===== src/rtl/core/skt_pkg.sv =====
// skt_pkg: shared types and codes for the sorted key table.
// No dependencies.
`timescale 1ns / 1ps
package skt_pkg;
   typedef enum logic [1:0] {
      CMD_INSERT = 2'd0,
      CMD_SORT   = 2'd1,
      CMD_FIND   = 2'd2,
      CMD_NONE   = 2'd3
   } cmd_type;

   typedef enum logic [1:0] {
      ST_OK        = 2'd0,
      ST_NOT_FOUND = 2'd1,
      ST_FULL      = 2'd2,
      ST_RSVD      = 2'd3
   } status_type;

   // datapath operations requested by the controller
   typedef enum logic [4:0] {
      OP_IDLE,
      OP_INSERT,
      OP_SORT_INIT,
      OP_BUILD_NEXT,
      OP_SIFT_START,
      OP_SIFT_LATCH,
      OP_SIFT_RD_HOLD,
      OP_SIFT_RD_CHILD,
      OP_SIFT_RD_RIGHT,
      OP_SIFT_CMP,
      OP_SIFT_PLACE,
      OP_SWAP_RD,
      OP_SWAP_WR0,
      OP_SWAP_WRI,
      OP_FIND_INIT,
      OP_FIND_RD,
      OP_FIND_CMP
   } op_type;

   typedef struct packed {
      op_type op;
   } ctl_type;

   typedef struct packed {
      logic full;
      logic small_table;   // fewer than two entries
      logic build_done;    // heap build finished
      logic extract_done;  // extraction finished
      logic sift_has_child;
      logic sift_move;     // hold moves below chosen child
      logic find_active;   // probe inside window
      logic find_hit;
   } sts_type;
endpackage


===== src/rtl/core/skt_ctrl.sv =====
// skt_ctrl: command sequencer for insert, heap sort and search.
// Depends on skt_pkg.
`timescale 1ns / 1ps
module skt_ctrl (
   input  logic              clock,
   input  logic              reset,
   input  logic              req_valid,
   output logic              req_ready,
   input  logic [1:0]        req_cmd,
   output logic              rsp_valid,
   input  logic              rsp_ready,
   output logic [1:0]        rsp_status,
   output logic [31:0]       rsp_found_payload,
   input  logic [31:0]       found_payload,
   input  skt_pkg::sts_type  sts,
   output skt_pkg::ctl_type  ctl
);
   typedef enum logic [14:0] {
      S_IDLE     = 15'b000000000000001,
      S_BUILD    = 15'b000000000000010,
      S_SIFT_ST  = 15'b000000000000100,
      S_SIFT_HLD = 15'b000000000001000,
      S_SIFT_CH  = 15'b000000000010000,
      S_SIFT_CH2 = 15'b000000000100000,
      S_SIFT_DEC = 15'b000000001000000,
      S_SIFT_PL  = 15'b000000010000000,
      S_SWAP_R0  = 15'b000000100000000,
      S_SWAP_R1  = 15'b000001000000000,
      S_SWAP_W0  = 15'b000010000000000,
      S_SWAP_WI  = 15'b000100000000000,
      S_FIND_RD  = 15'b001000000000000,
      S_FIND_CMP = 15'b010000000000000,
      S_SIFT_LD  = 15'b100000000000000
   } state_type;

   state_type   state_ff, state_in;
   logic        rsp_valid_ff, rsp_valid_in;
   logic [1:0]  status_ff, status_in;
   logic [31:0] pay_ff, pay_in;
   logic        extract_ff, extract_in;
   logic        done;

   assign req_ready = (state_ff == S_IDLE) && !rsp_valid_ff;

   always_comb begin
      state_in     = state_ff;
      status_in    = status_ff;
      pay_in       = pay_ff;
      extract_in   = extract_ff;
      ctl.op       = skt_pkg::OP_IDLE;
      done         = 1'b0;
      unique case (state_ff)
         S_IDLE: begin
            if (req_valid && req_ready) begin
               status_in = skt_pkg::ST_OK;
               pay_in    = '0;
               unique case (skt_pkg::cmd_type'(req_cmd))
                  skt_pkg::CMD_INSERT: begin
                     done = 1'b1;
                     if (sts.full) begin
                        status_in = skt_pkg::ST_FULL;
                     end else begin
                        ctl.op = skt_pkg::OP_INSERT;
                     end
                  end
                  skt_pkg::CMD_SORT: begin
                     if (sts.small_table) begin
                        done = 1'b1;
                     end else begin
                        ctl.op     = skt_pkg::OP_SORT_INIT;
                        extract_in = 1'b0;
                        state_in   = S_BUILD;
                     end
                  end
                  skt_pkg::CMD_FIND: begin
                     ctl.op   = skt_pkg::OP_FIND_INIT;
                     state_in = S_FIND_RD;
                  end
                  default: done = 1'b1;
               endcase
            end
         end
         S_BUILD: begin
            if (sts.build_done) begin
               extract_in = 1'b1;
               state_in   = S_SWAP_R0;
            end else begin
               ctl.op   = skt_pkg::OP_BUILD_NEXT;
               state_in = S_SIFT_ST;
            end
         end
         S_SIFT_ST: begin
            ctl.op   = skt_pkg::OP_SIFT_START;
            state_in = S_SIFT_LD;
         end
         S_SIFT_LD: begin
            ctl.op   = skt_pkg::OP_SIFT_LATCH;
            state_in = S_SIFT_HLD;
         end
         S_SIFT_HLD: begin
            if (sts.sift_has_child) begin
               ctl.op   = skt_pkg::OP_SIFT_RD_HOLD;
               state_in = S_SIFT_CH;
            end else begin
               state_in = S_SIFT_PL;
            end
         end
         S_SIFT_CH: begin
            ctl.op   = skt_pkg::OP_SIFT_RD_CHILD;
            state_in = S_SIFT_CH2;
         end
         S_SIFT_CH2: begin
            ctl.op   = skt_pkg::OP_SIFT_RD_RIGHT;
            state_in = S_SIFT_DEC;
         end
         S_SIFT_DEC: begin
            if (sts.sift_move) begin
               ctl.op   = skt_pkg::OP_SIFT_CMP;
               state_in = S_SIFT_HLD;
            end else begin
               state_in = S_SIFT_PL;
            end
         end
         S_SIFT_PL: begin
            ctl.op   = skt_pkg::OP_SIFT_PLACE;
            state_in = extract_ff ? S_SWAP_R0 : S_BUILD;
         end
         S_SWAP_R0: begin
            if (sts.extract_done) begin
               done = 1'b1;
               state_in = S_IDLE;
            end else begin
               ctl.op   = skt_pkg::OP_SWAP_RD;
               state_in = S_SWAP_R1;
            end
         end
         S_SWAP_R1: begin
            ctl.op   = skt_pkg::OP_SWAP_RD;
            state_in = S_SWAP_W0;
         end
         S_SWAP_W0: begin
            ctl.op   = skt_pkg::OP_SWAP_WR0;
            state_in = S_SWAP_WI;
         end
         S_SWAP_WI: begin
            ctl.op   = skt_pkg::OP_SWAP_WRI;
            state_in = S_SIFT_ST;
         end
         S_FIND_RD: begin
            if (sts.find_active) begin
               ctl.op   = skt_pkg::OP_FIND_RD;
               state_in = S_FIND_CMP;
            end else begin
               status_in = skt_pkg::ST_NOT_FOUND;
               done      = 1'b1;
               state_in  = S_IDLE;
            end
         end
         S_FIND_CMP: begin
            if (sts.find_hit) begin
               pay_in   = found_payload;
               done     = 1'b1;
               state_in = S_IDLE;
            end else begin
               ctl.op   = skt_pkg::OP_FIND_CMP;
               state_in = S_FIND_RD;
            end
         end
         default: state_in = S_IDLE;
      endcase
      rsp_valid_in = (rsp_valid_ff && !rsp_ready) || done;
   end

   always_ff @(posedge clock) begin
      if (reset) begin
         state_ff     <= S_IDLE;
         rsp_valid_ff <= 1'b0;
         extract_ff   <= 1'b0;
      end else begin
         state_ff     <= state_in;
         rsp_valid_ff <= rsp_valid_in;
         extract_ff   <= extract_in;
      end
      status_ff    <= status_in;
      pay_ff       <= pay_in;
   end

   assign rsp_valid         = rsp_valid_ff;
   assign rsp_status        = status_ff;
   assign rsp_found_payload = pay_ff;
endmodule


===== config.mk =====
export PLATFORM = sky130hd
export DESIGN_NAME = skt_ctrl
export DESIGN_NICKNAME = d
export VERILOG_FILES = /design/src/rtl/core/skt_pkg.sv /design/src/rtl/core/skt_ctrl.sv
export SDC_FILE = /design/constraint.sdc
export NUM_CORES = 1
export LEC_CHECK = 0
export BUFFER_PORTS_ARGS = -buffer_cell sky130_fd_sc_hd__buf_2
export CORE_ASPECT_RATIO = 0.75
export CORE_MARGIN = 1
export CORE_UTILIZATION = 25
export CTS_CLUSTER_DIAMETER = 60
export CTS_CLUSTER_SIZE = 14
export DETAILED_ROUTE_END_ITERATION = 10
export GPL_ROUTABILITY_DRIVEN = 0
export REMOVE_ABC_BUFFERS = 1
export SYNTH_ARGS = -nofsm -noshare
export SYNTH_HDL_FRONTEND = slang
export SYNTH_SLANG_ARGS = --single-unit
export TNS_END_PERCENT = 1

===== constraint.sdc =====
create_clock -name clock -period 2.92 [get_ports clock]
set_input_delay 0.146 -clock clock [delete_from_list [all_inputs] [get_ports clock]]
set_output_delay 0.146 -clock clock [all_outputs]
set_load 0.05 [all_outputs]

==> flow_metrics.py, run 1 <==
metrics = {
    "power_and_ir_drop": {
        "static-leakage-power_nw": 1.283,
        "pwr_density_cell_mw_per_mm2": 940.2,
        "vdd.ir_drop.worst_mv": 0.3351,
    },
    "setup_path": {
        "critical-path-slowest-cell": "sky130_fd_sc_hd__or4_4",
        "timing.rr.start": "state_ff[4]",
        "cp-endpoint": "ctl[3]",
        "worst-path-max-fanout": 9,
        "max_incr_delay_on_cp_ns": 0.62,
        "critical_path.startpoint": "state_ff[3]",
        "critical_path.endpoint_type": "primary output",
        "timing.reg2reg.setup_slack_ns": 0.51,
        "crit_type": "reg -> out",
        "worstPathCellList": "or4_4 -> or3_4 -> or4_1 -> nand3_1 -> buf_2",
        "cp.arrival_ns": 2.61,
        "worstReg2RegEnd": "rsp_status[1]",
        "r2r.worst_path.cells": 5,
        "critical_path_required_ns": 2.77,
        "worstSetupStartpointType": "flop",
    },
    "yosys": {
        "post_synth.cell_area_avg_um2": 11.33,
        "number_of_enable_flip_flop_cells_after_synthesis": 34,
        "synth_top_cell_by_area": "sky130_fd_sc_hd__edfxtp_1",
        "synth_sequential_area_ratio_pct": 56.43,
        "synthMostInstantiatedCell": "sky130_fd_sc_hd__and2_1",
        "netlist.area_leader.share_pct": 42.32,
        "async_flop_share_pct": 0,
        "yosys-top-cells-area": "sky130_fd_sc_hd__edfxtp_1, sky130_fd_sc_hd__dfxtp_1, sky130_fd_sc_hd__and2_1, sky130_fd_sc_hd__or4b_2, sky130_fd_sc_hd__nor2_1",
        "synth_commonest_cells": "sky130_fd_sc_hd__and2_1, sky130_fd_sc_hd__edfxtp_1, sky130_fd_sc_hd__dfxtp_1, sky130_fd_sc_hd__nor2_1, sky130_fd_sc_hd__nor3_1",
        "mapped_cells": 213,
        "synthesis.yosys.warnings": 0,
        "ys_dominant_reg_cell": "sky130_fd_sc_hd__edfxtp_1",
        "netlist_area_mm2": 0.002412,
        "synth.lib_cells_used.distinct": 44,
        "synth_seq_cells": 51,
    },
    "place": {
        "post-dp-hpwl_mm": 4.926,
        "io_buffers": 86,
    },
    "floorplan": {
        "die_w_um": 115.4,
        "area_of_the_core_mm2": 0.009196,
        "die-area_mm2": 0.01005,
        "start_util_pct": 26.23,
        "chipHeight_um": 87.07,
        "placement_rows": 30,
        "io_pins": 87,
    },
    "drt": {
        "drc": 0,
        "avgRoutedWirePerCell_um": 14.87,
        "totalWireLength_mm": 6.363,
        "via_per_inst": 4.631,
        "drt_first_pass_iters": 4,
        "detailroute.via_count": 1982,
        "antenna_violating_nets_post_route": 0,
        "detail_route.iter0.violations": 110,
    },
    "timing": {
        "min_period_ns": 2.754,
        "worstMarginPinSlew_ns": 0.5563,
        "setup_viol": 0,
        "finalCritPeriodShare_pct": 94.31,
        "slew_headroom_pct": 62.57,
        "holdWs_ns": 0.06693,
        "final_max_slew_violation_count": 0,
        "rsz0062_at_grt": "no",
        "hold_violations": 0,
        "max_freq_ghz": 0.3631,
        "clock-skew-final_ns": 0.009713,
    },
    "layout": {
        "nNetsFinal": 345,
        "fill_cells": 928,
        "insertedDiodeCount": 0,
        "post_route_cells_drive_above_1_share_pct": 40.33,
        "layout.core_utilization_pct": 34.42,
        "flow.area_growth_from_synthesis_pct": 31.22,
    },
    "global_routing": {
        "grt_first_pass_wirelength_mm": 9.618,
        "via_count_of_the_first_global_routing_pass": 1879,
        "groute.usage.overall_pct": 12.54,
        "grt.overflow.total": 0,
        "grt_start_max_net_pins": 33,
        "antenna_found_initial": 0,
    },
    "clocking": {
        "cts.root.buffer_cell": "sky130_fd_sc_hd__clkbuf_16",
        "cts.repair_timing.setup_buffer_count": 0,
        "cts.clk_slew.worst_paths_ns": 0.07,
        "clock_sink_count": 51,
        "clock_path_buffers": 2,
        "cts-htree-levels": 2,
        "tritoncts.num_buffers": 5,
        "tritoncts": "built",
        "clk_latency_ns": 0.29,
        "cts-hold-fix-buffers": 0,
    },
    "outcome": {
        "status": "finished clean",
    },
    "min_path": {
        "hp-class": "in -> reg",
    },
    "job": {
        "max-cap-violations": 0,
    },
}
## critical path, delay by kind of cell, from the launching register on
kind                   cells  cell delay (ns)
buffers and inverters      1             0.26
DFF                        1             0.40
and+or+nand+nor            4             1.66
## metrics by stage
step	setup TNS (ns)	area, µm²	total power, mW	setup WS [ns]	std cells
2_1_floorplan	-6.269	2344	2.036	-0.1934	200
3_3_place_gp	0	2992	2.380	0.4275	420
3_5_place_dp	0	2992	2.390	0.3606	420
4_1_cts	0	3147	2.994	0.04385	428
5_1_grt	0	3166	3.113	0.05336	428
6_report	0	3166	2.976	0.1660	428
## area by class of cell
class                   count  area (µm²)  area share, %
clock buffers               6       138.9          4.387
clock inverters             2       16.27         0.5138
inverters                   2       7.507         0.2372
multi-input cells         147       993.5          31.38
flip-flops and latches     51        1361          43.00
well taps                 128       160.2          5.059
repair buffers             92       488.0          15.42
## per-layer routing
layer  up-vias  global-route usage, %  wire, µm
li1        965                      -         -
met1       942                  16.79      2778
met2        65                  20.74      3172
met3        10                  1.809       260
met4         0                  4.250       151
met5         -                      0         0
## sequential cells by signal, indices dropped and copies added (netlist names)
register and count:
rsp_status 2, state_ff 15, rsp_found_payload 32, extract_ff 1, rsp_valid 1
## logic make-up after synthesis
group / Yosys count / share of synthesized area [%]
and+or+nand+nor: 117 / 30.97
DFF: 51 / 56.43
AOI/OAI and AO/OA: 25 / 7.625
buffers and inverters: 15 / 3.164
xor gates and xnor gates: 5 / 1.816
## power breakdown
part / internal, mW / leakage, nW / switching [mW]
Sequential: 0.998 / 0.471 / 0.0577
Combinational: 0.291 / 0.739 / 1.03
Clock: 0.343 / 0.0731 / 0.256
## placed cells by master (no fill, tap or decap), drive strengths merged, types with 3 or more instances in the layout
cell type	instances
dfxtp	17
nor2b	5
a21oi	8
or3	3
a221oi	3
clkbuf	6
xor2	3
edfxtp	34
nand3	6
nor4	8
or4	5
nor2	17
or4b	7
nand2	6
and2	35
nand4	4
buf	92
nor3	10
## how the worst min path moves through the flow
stage | from | endpoint | slack [ns] | cells past startpoint
after global routing | reset | rsp_valid | 0.06 | 2
final | reset | rsp_valid | 0.07 | 2
after detailed placement | reset | extract_ff | 0.36 | 2
after floorplan | reset | extract_ff | 0.22 | 1
after global placement | reset | rsp_valid | 0.36 | 2
after CTS | reset | rsp_valid | 0.05 | 2
## repair_timing
action                                  4_1_cts  5_1_grt
hold endpoints to repair                      0        0
gates resized for setup                       0        3
endpoints found under the setup margin        0        4
No activity file was read; power rests on OpenSTA's default activity.
==> run 2, diff against run 1 <==
--- a/config.mk
+++ b/config.mk
@@ -5,13 +5,13 @@
 export SDC_FILE = /design/constraint.sdc
 export NUM_CORES = 1
 export LEC_CHECK = 0
-export BUFFER_PORTS_ARGS = -buffer_cell sky130_fd_sc_hd__buf_2
 export CORE_ASPECT_RATIO = 0.75
 export CORE_MARGIN = 1
 export CORE_UTILIZATION = 25
 export CTS_CLUSTER_DIAMETER = 60
 export CTS_CLUSTER_SIZE = 14
 export DETAILED_ROUTE_END_ITERATION = 10
+export DONT_BUFFER_PORTS = 1
 export GPL_ROUTABILITY_DRIVEN = 0
 export REMOVE_ABC_BUFFERS = 1
 export SYNTH_ARGS = -nofsm -noshare
==> run 2 against run 1 <==
Count of clock-buffer cells in the layout shrank 1. Non-clock buffer count shrank 77. Cell count shrank 18%. Clock skew shrank 0.0034 ns. Hold slack lost 0.032 ns. Sequential share of layout area grew 5.5 points. Fmax shrank 2.3%. Die area is the same. Critical path type unchanged. Largest power group is now sequential cells.
==> flow_metrics.py, run 2 (same netlist as run 1, synthesis figures left out) <==
metrics = {
    "place": {
        "place_worst_setup_slack_ns": 0.3387,
        "post-dp-hpwl_mm": 4.484,
        "io_buffers": 0,
        "post_place_cells": 341,
        "placed_area_mm2": 0.002614,
    },
    "clocking": {
        "cts.clk_slew.worst_paths_ns": 0.07,
        "cts-htree-levels": 2,
        "cts.repair_timing.setup_buffer_count": 0,
        "clk_latency_ns": 0.29,
        "tritoncts": "built",
        "clock_path_buffers": 2,
        "clock_sink_count": 51,
        "cts.root.buffer_cell": "sky130_fd_sc_hd__clkbuf_16",
        "tritoncts.num_buffers": 5,
    },
    "timing": {
        "totalNegativeSetupSlack_ns": 0,
        "finalCritPeriodShare_pct": 96.58,
        "setup_viol": 0,
        "clock-skew-final_ns": 0.006360,
        "worstMarginPinSlew_ns": 0.6566,
        "hold_violations": 0,
        "rsz0062_at_grt": "no",
        "final_max_slew_violation_count": 0,
        "max_freq_ghz": 0.3546,
        "final_critical_path_setup_slack_ns": 0.09984,
        "min_period_ns": 2.820,
        "slew_headroom_pct": 56.13,
    },
    "setup_path": {
        "worstSetupStartpointType": "flop",
        "cp_common_cell": "sky130_fd_sc_hd__buf_4",
        "critical_path.endpoint_type": "primary output",
        "cp.arrival_ns": 2.67,
        "r2r.worst_path.cells": 5,
        "max_incr_delay_on_cp_ns": 0.57,
        "cp-endpoint": "ctl[2]",
        "critical_path.startpoint": "state_ff[4]",
        "crit_type": "reg -> out",
        "worstReg2RegEnd": "rsp_status[0]",
        "critical_path_required_ns": 2.77,
        "timing.reg2reg.setup_slack_ns": 0.51,
        "critical-path-slowest-cell": "sky130_fd_sc_hd__or4_1",
        "worst-path-max-fanout": 9,
        "worstPathCellList": "or4_1 -> buf_4 -> nor4_2 -> buf_4 -> and2_1 -> a221oi_1 -> nand3_1 -> buf_4",
        "timing.rr.start": "state_ff[4]",
    },
    "drt": {
        "drt_first_pass_iters": 4,
        "avgRoutedWirePerCell_um": 16.91,
        "detailroute.via_count": 1672,
        "via_per_inst": 4.764,
        "totalWireLength_mm": 5.935,
        "drc": 0,
        "antenna_violating_nets_post_route": 0,
        "detail_route.iter0.violations": 153,
    },
    "power_and_ir_drop": {
        "sequentialPowerShare_pct": 57.9,
        "static-leakage-power_nw": 0.9794,
        "pwr_density_cell_mw_per_mm2": 1037,
        "internal_power_mw": 1.603,
        "combPwrFrac_pct": 19.3,
        "swShare_pct": 44.92,
        "power.clock.fraction_pct": 22.9,
        "power_dissipated_by_switching_net_loads_mw": 1.308,
        "vdd.ir_drop.worst_mv": 0.3108,
    },
    "floorplan": {
        "io_pins": 87,
        "start_util_pct": 26.23,
        "die-area_mm2": 0.01005,
        "placement_rows": 30,
        "chipHeight_um": 87.07,
        "area_of_the_core_mm2": 0.009196,
        "die_w_um": 115.4,
    },
    "layout": {
        "flow.area_growth_from_synthesis_pct": 16.34,
        "top_library_cells_by_usage_in_the_layout_fill_and_taps_aside": "sky130_fd_sc_hd__and2_1, sky130_fd_sc_hd__edfxtp_1, sky130_fd_sc_hd__nor2_1, sky130_fd_sc_hd__dfxtp_1, sky130_fd_sc_hd__buf_4",
        "nNetsFinal": 268,
        "stdcell_area_mm2": 0.002806,
        "instances_no_fill": 351,
        "layout.core_utilization_pct": 30.52,
        "fill_cells": 933,
        "layout.cells.most_common": "sky130_fd_sc_hd__and2_1",
        "insertedDiodeCount": 0,
        "post_route_cells_drive_above_1_share_pct": 18.39,
        "largest_register_ffs": 32,
    },
    "outcome": {
        "status": "finished clean",
    },
    "min_path": {
        "hp-class": "in -> reg",
        "hp-start": "sts[3]",
    },
    "global_routing": {
        "grt_start_max_net_pins": 33,
        "via_count_of_the_first_global_routing_pass": 1603,
        "antenna_found_initial": 0,
        "grt_first_pass_wirelength_mm": 8.735,
        "groute.usage.overall_pct": 11.47,
        "grt.overflow.total": 0,
    },
    "job": {
        "max-cap-violations": 0,
    },
}
run 2: worst max-delay path, delay by kind of cell, from the launching register on:
family | cells | cell delay (ns)
AOI/OAI and AO/OA | 1 | 0.12
buffers and inverters | 3 | 0.60
DFF | 1 | 0.38
and+or+nand+nor | 4 | 1.29
run 2: what timing repair did:
action,in CTS,in global routing
endpoints found under the hold margin,3,0
gates resized for setup,1,0
endpoints found under the setup margin,1,0
hold buffers,2,0
run 2: power groups by stage:
stage	Combinational [mW]	Sequential [mW]	Clock, mW
finish	0.561	1.68	0.666
global route	0.600	1.71	0.706
CTS	0.561	1.69	0.684
detailed placement	0.556	1.71	0
global placement	0.555	1.70	0
floorplan	0.350	1.69	0
run 2: per-layer routing:
metal	up-vias	track usage [%]	wire (µm)
li1	807	-	-
met1	812	14.89	2527
met2	51	18.56	2977
met3	2	2.714	399
met4	0	4.250	31
met5	-	0	0
run 2: metrics by stage:
step           hold WS [ns]  total power, mW
2_1_floorplan        0.2151            2.036
3_3_place_gp         0.2182            2.251
3_5_place_dp         0.2214            2.262
4_1_cts             0.02732            2.935
5_1_grt             0.03127            3.011
6_report            0.03475            2.911
run 2: area by class of cell:
cell class / instances / area (µm²) / area share [%]
Clock buffer: 5 / 125.1 / 4.458
Sequential cell: 51 / 1361 / 48.51
Timing Repair Buffer: 15 / 130.1 / 4.637
Clock inverter: 3 / 43.79 / 1.560
Inverter: 2 / 7.507 / 0.2675
Multi-Input combinational cell: 147 / 978.4 / 34.86
Tap cell: 128 / 160.2 / 5.707
run 2: worst min-delay path by stage:
stage | endpoint | slack, ns | cells after the start
6_report | state_ff[7] | 0.03 | 2
5_1_grt | state_ff[7] | 0.03 | 2
4_1_cts | state_ff[7] | 0.03 | 2
3_5_place_dp | extract_ff | 0.22 | 1
3_3_place_gp | extract_ff | 0.22 | 1
2_1_floorplan | extract_ff | 0.22 | 1
==> run 3, diff against run 2 <==
--- a/config.mk
+++ b/config.mk
@@ -7,13 +7,15 @@
 export LEC_CHECK = 0
 export CORE_ASPECT_RATIO = 0.75
 export CORE_MARGIN = 1
-export CORE_UTILIZATION = 25
+export CORE_UTILIZATION = 55
 export CTS_CLUSTER_DIAMETER = 60
 export CTS_CLUSTER_SIZE = 14
 export DETAILED_ROUTE_END_ITERATION = 10
 export DONT_BUFFER_PORTS = 1
 export GPL_ROUTABILITY_DRIVEN = 0
+export PLACE_DENSITY = 0.73
 export REMOVE_ABC_BUFFERS = 1
+export SKIP_LAST_GASP = 1
 export SYNTH_ARGS = -nofsm -noshare
 export SYNTH_HDL_FRONTEND = slang
 export SYNTH_SLANG_ARGS = --single-unit
==> run 3 against run 2 <==
Global-route usage is 11 points higher. Non-clock buffer count is 5 lower. Clock power decreased by 29%. Cell count is 23% lower. Register-to-register slack got worse by 0.07 ns. Sequential share of layout area grew 3.4 points. Setup slack better by 0.0093 ns. Critical endpoint is now ctl[3]. Largest cell class unchanged.
==> flow_metrics.py, run 3 (same netlist as run 1, synthesis figures left out) <==
metrics = {
    "layout": {
        "stdcell_area_mm2": 0.002625,
        "flow.area_growth_from_synthesis_pct": 8.818,
        "post_route_cells_drive_above_1_share_pct": 17.05,
        "layout.cells.most_common": "sky130_fd_sc_hd__and2_1",
        "nNetsFinal": 263,
        "insertedDiodeCount": 0,
        "fill_cells": 321,
        "layout.core_utilization_pct": 63.58,
        "largest_register_ffs": 32,
        "top_library_cells_by_usage_in_the_layout_fill_and_taps_aside": "sky130_fd_sc_hd__and2_1, sky130_fd_sc_hd__edfxtp_1, sky130_fd_sc_hd__nor2_1, sky130_fd_sc_hd__dfxtp_1, sky130_fd_sc_hd__nor3_1",
    },
    "setup_path": {
        "timing.reg2reg.setup_slack_ns": 0.44,
        "worstSetupStartpointType": "flop",
        "critical_path_required_ns": 2.77,
        "max_incr_delay_on_cp_ns": 0.67,
        "worstPathCellList": "or4_4 -> nor4_2 -> and2_1 -> a221oi_1 -> nand3_1 -> buf_4",
        "critical-path-slowest-cell": "sky130_fd_sc_hd__or4_4",
        "r2r.worst_path.cells": 4,
        "crit_type": "reg -> out",
        "critical_path.endpoint_type": "primary output",
        "worst-path-max-fanout": 11,
        "cp.arrival_ns": 2.66,
    },
    "clocking": {
        "cts.root.buffer_cell": "sky130_fd_sc_hd__clkbuf_8",
        "tritoncts.num_buffers": 5,
        "cts-htree-levels": 2,
        "cts.clk_slew.worst_paths_ns": 0.09,
        "clock_sink_count": 51,
        "cts.repair_timing.setup_buffer_count": 0,
        "clock_path_buffers": 2,
        "tritoncts": "built",
        "clk_latency_ns": 0.30,
    },
    "power_and_ir_drop": {
        "power.clock.fraction_pct": 17.6,
        "power_dissipated_by_switching_net_loads_mw": 1.262,
        "vdd.ir_drop.worst_mv": 0.5574,
        "swShare_pct": 46.94,
        "internal_power_mw": 1.426,
        "static-leakage-power_nw": 0.9218,
        "pwr_density_cell_mw_per_mm2": 1024,
        "combPwrFrac_pct": 19.3,
        "sequentialPowerShare_pct": 63.2,
    },
    "timing": {
        "hold_violations": 0,
        "slew_headroom_pct": 61.81,
        "finalCritPeriodShare_pct": 96.26,
        "final_max_slew_violation_count": 0,
        "clock-skew-final_ns": 0.005427,
        "worstMarginPinSlew_ns": 0.5720,
        "totalNegativeSetupSlack_ns": 0,
        "min_period_ns": 2.811,
        "max_freq_ghz": 0.3558,
        "holdWs_ns": 0.01412,
        "setup_viol": 0,
    },
    "drt": {
        "detail_route.iter0.violations": 135,
        "via_per_inst": 6.371,
        "detailroute.via_count": 1733,
        "totalWireLength_mm": 5.173,
        "avgRoutedWirePerCell_um": 19.02,
        "antenna_violating_nets_post_route": 0,
        "drt_first_pass_iters": 4,
        "drc": 0,
    },
    "global_routing": {
        "grt_start_max_net_pins": 33,
        "grt_first_pass_wirelength_mm": 7.693,
        "antenna_found_initial": 0,
        "grt.overflow.total": 0,
        "groute.usage.overall_pct": 22.50,
        "via_count_of_the_first_global_routing_pass": 1535,
    },
    "place": {
        "post-dp-hpwl_mm": 3.801,
        "io_buffers": 0,
        "placed_area_mm2": 0.002492,
    },
    "floorplan": {
        "placement_rows": 20,
        "chipHeight_um": 59.36,
        "start_util_pct": 58.42,
        "die-area_mm2": 0.004658,
        "io_pins": 87,
        "die_w_um": 78.47,
        "area_of_the_core_mm2": 0.004129,
    },
    "job": {
        "max-cap-violations": 0,
    },
    "outcome": {
        "status": "finished clean",
    },
    "min_path": {
        "holdPathStages": 2,
        "hp-class": "in -> reg",
    },
}
## run 3: power groups by stage
| stage | logic, mW | registers, mW | clock network (mW) |
|---|---|---|---|
| 2_1_floorplan | 0.350 | 1.69 | 0 |
| 3_3_place_gp | 0.486 | 1.71 | 0 |
| 3_5_place_dp | 0.493 | 1.71 | 0 |
| 4_1_cts | 0.507 | 1.70 | 0.477 |
| 5_1_grt | 0.554 | 1.72 | 0.504 |
| 6_report | 0.518 | 1.70 | 0.472 |
## run 3: critical path, delay by kind of cell, from the launching register on
kind,cells,cell delay [ns]
AO/OA/AOI/OAI,1,0.11
AND/OR/NAND/NOR,4,1.65
flip-flops,1,0.39
buffers and inverters,1,0.20
## run 3: repair_timing
| action | 4_1_cts | 5_1_grt |
|---|---|---|
| gates cloned | 0 | 0 |
| endpoints found under the setup margin | 4 | 4 |
| hold endpoints to repair | 2 | 0 |
| hold buffers | 1 | 0 |
| gates resized for setup | 2 | 1 |
## run 3: layer usage
metal	up-vias	part of all wire, %	track usage [%]
met5	-	0	0
met4	0	1.3	7.407
met3	8	12	8.000
met2	122	43	32.21
met1	804	44	31.85
li1	799	-	-
## run 3: through the flow
stage | total power, mW | setup WS (ns) | cells
floorplan | 2.036 | -0.1934 | 200
global placement | 2.193 | 0.3017 | 264
detailed placement | 2.206 | 0.2377 | 264
CTS | 2.685 | 0.01828 | 272
global route | 2.774 | -0.009336 | 272
finish | 2.688 | 0.1091 | 272
## run 3: area by class of cell
class | count | area [µm²] | share of cell area, %
repair buffers | 10 | 90.09 | 3.432
multi-input cells | 147 | 991.0 | 37.75
inverters | 2 | 7.507 | 0.2860
flip-flops and latches | 51 | 1361 | 51.86
clock inverters | 2 | 37.54 | 1.430
well taps | 55 | 68.82 | 2.622
clock buffers | 5 | 68.82 | 2.622
## run 3: final timing paths
path,startpoint,endpoint
worst max-delay path,state_ff[8],ctl[3]
worst min-delay path,sts[2],state_ff[3]
worst min register to register,extract_ff,extract_ff
worst max register to register,state_ff[8],rsp_status[0]
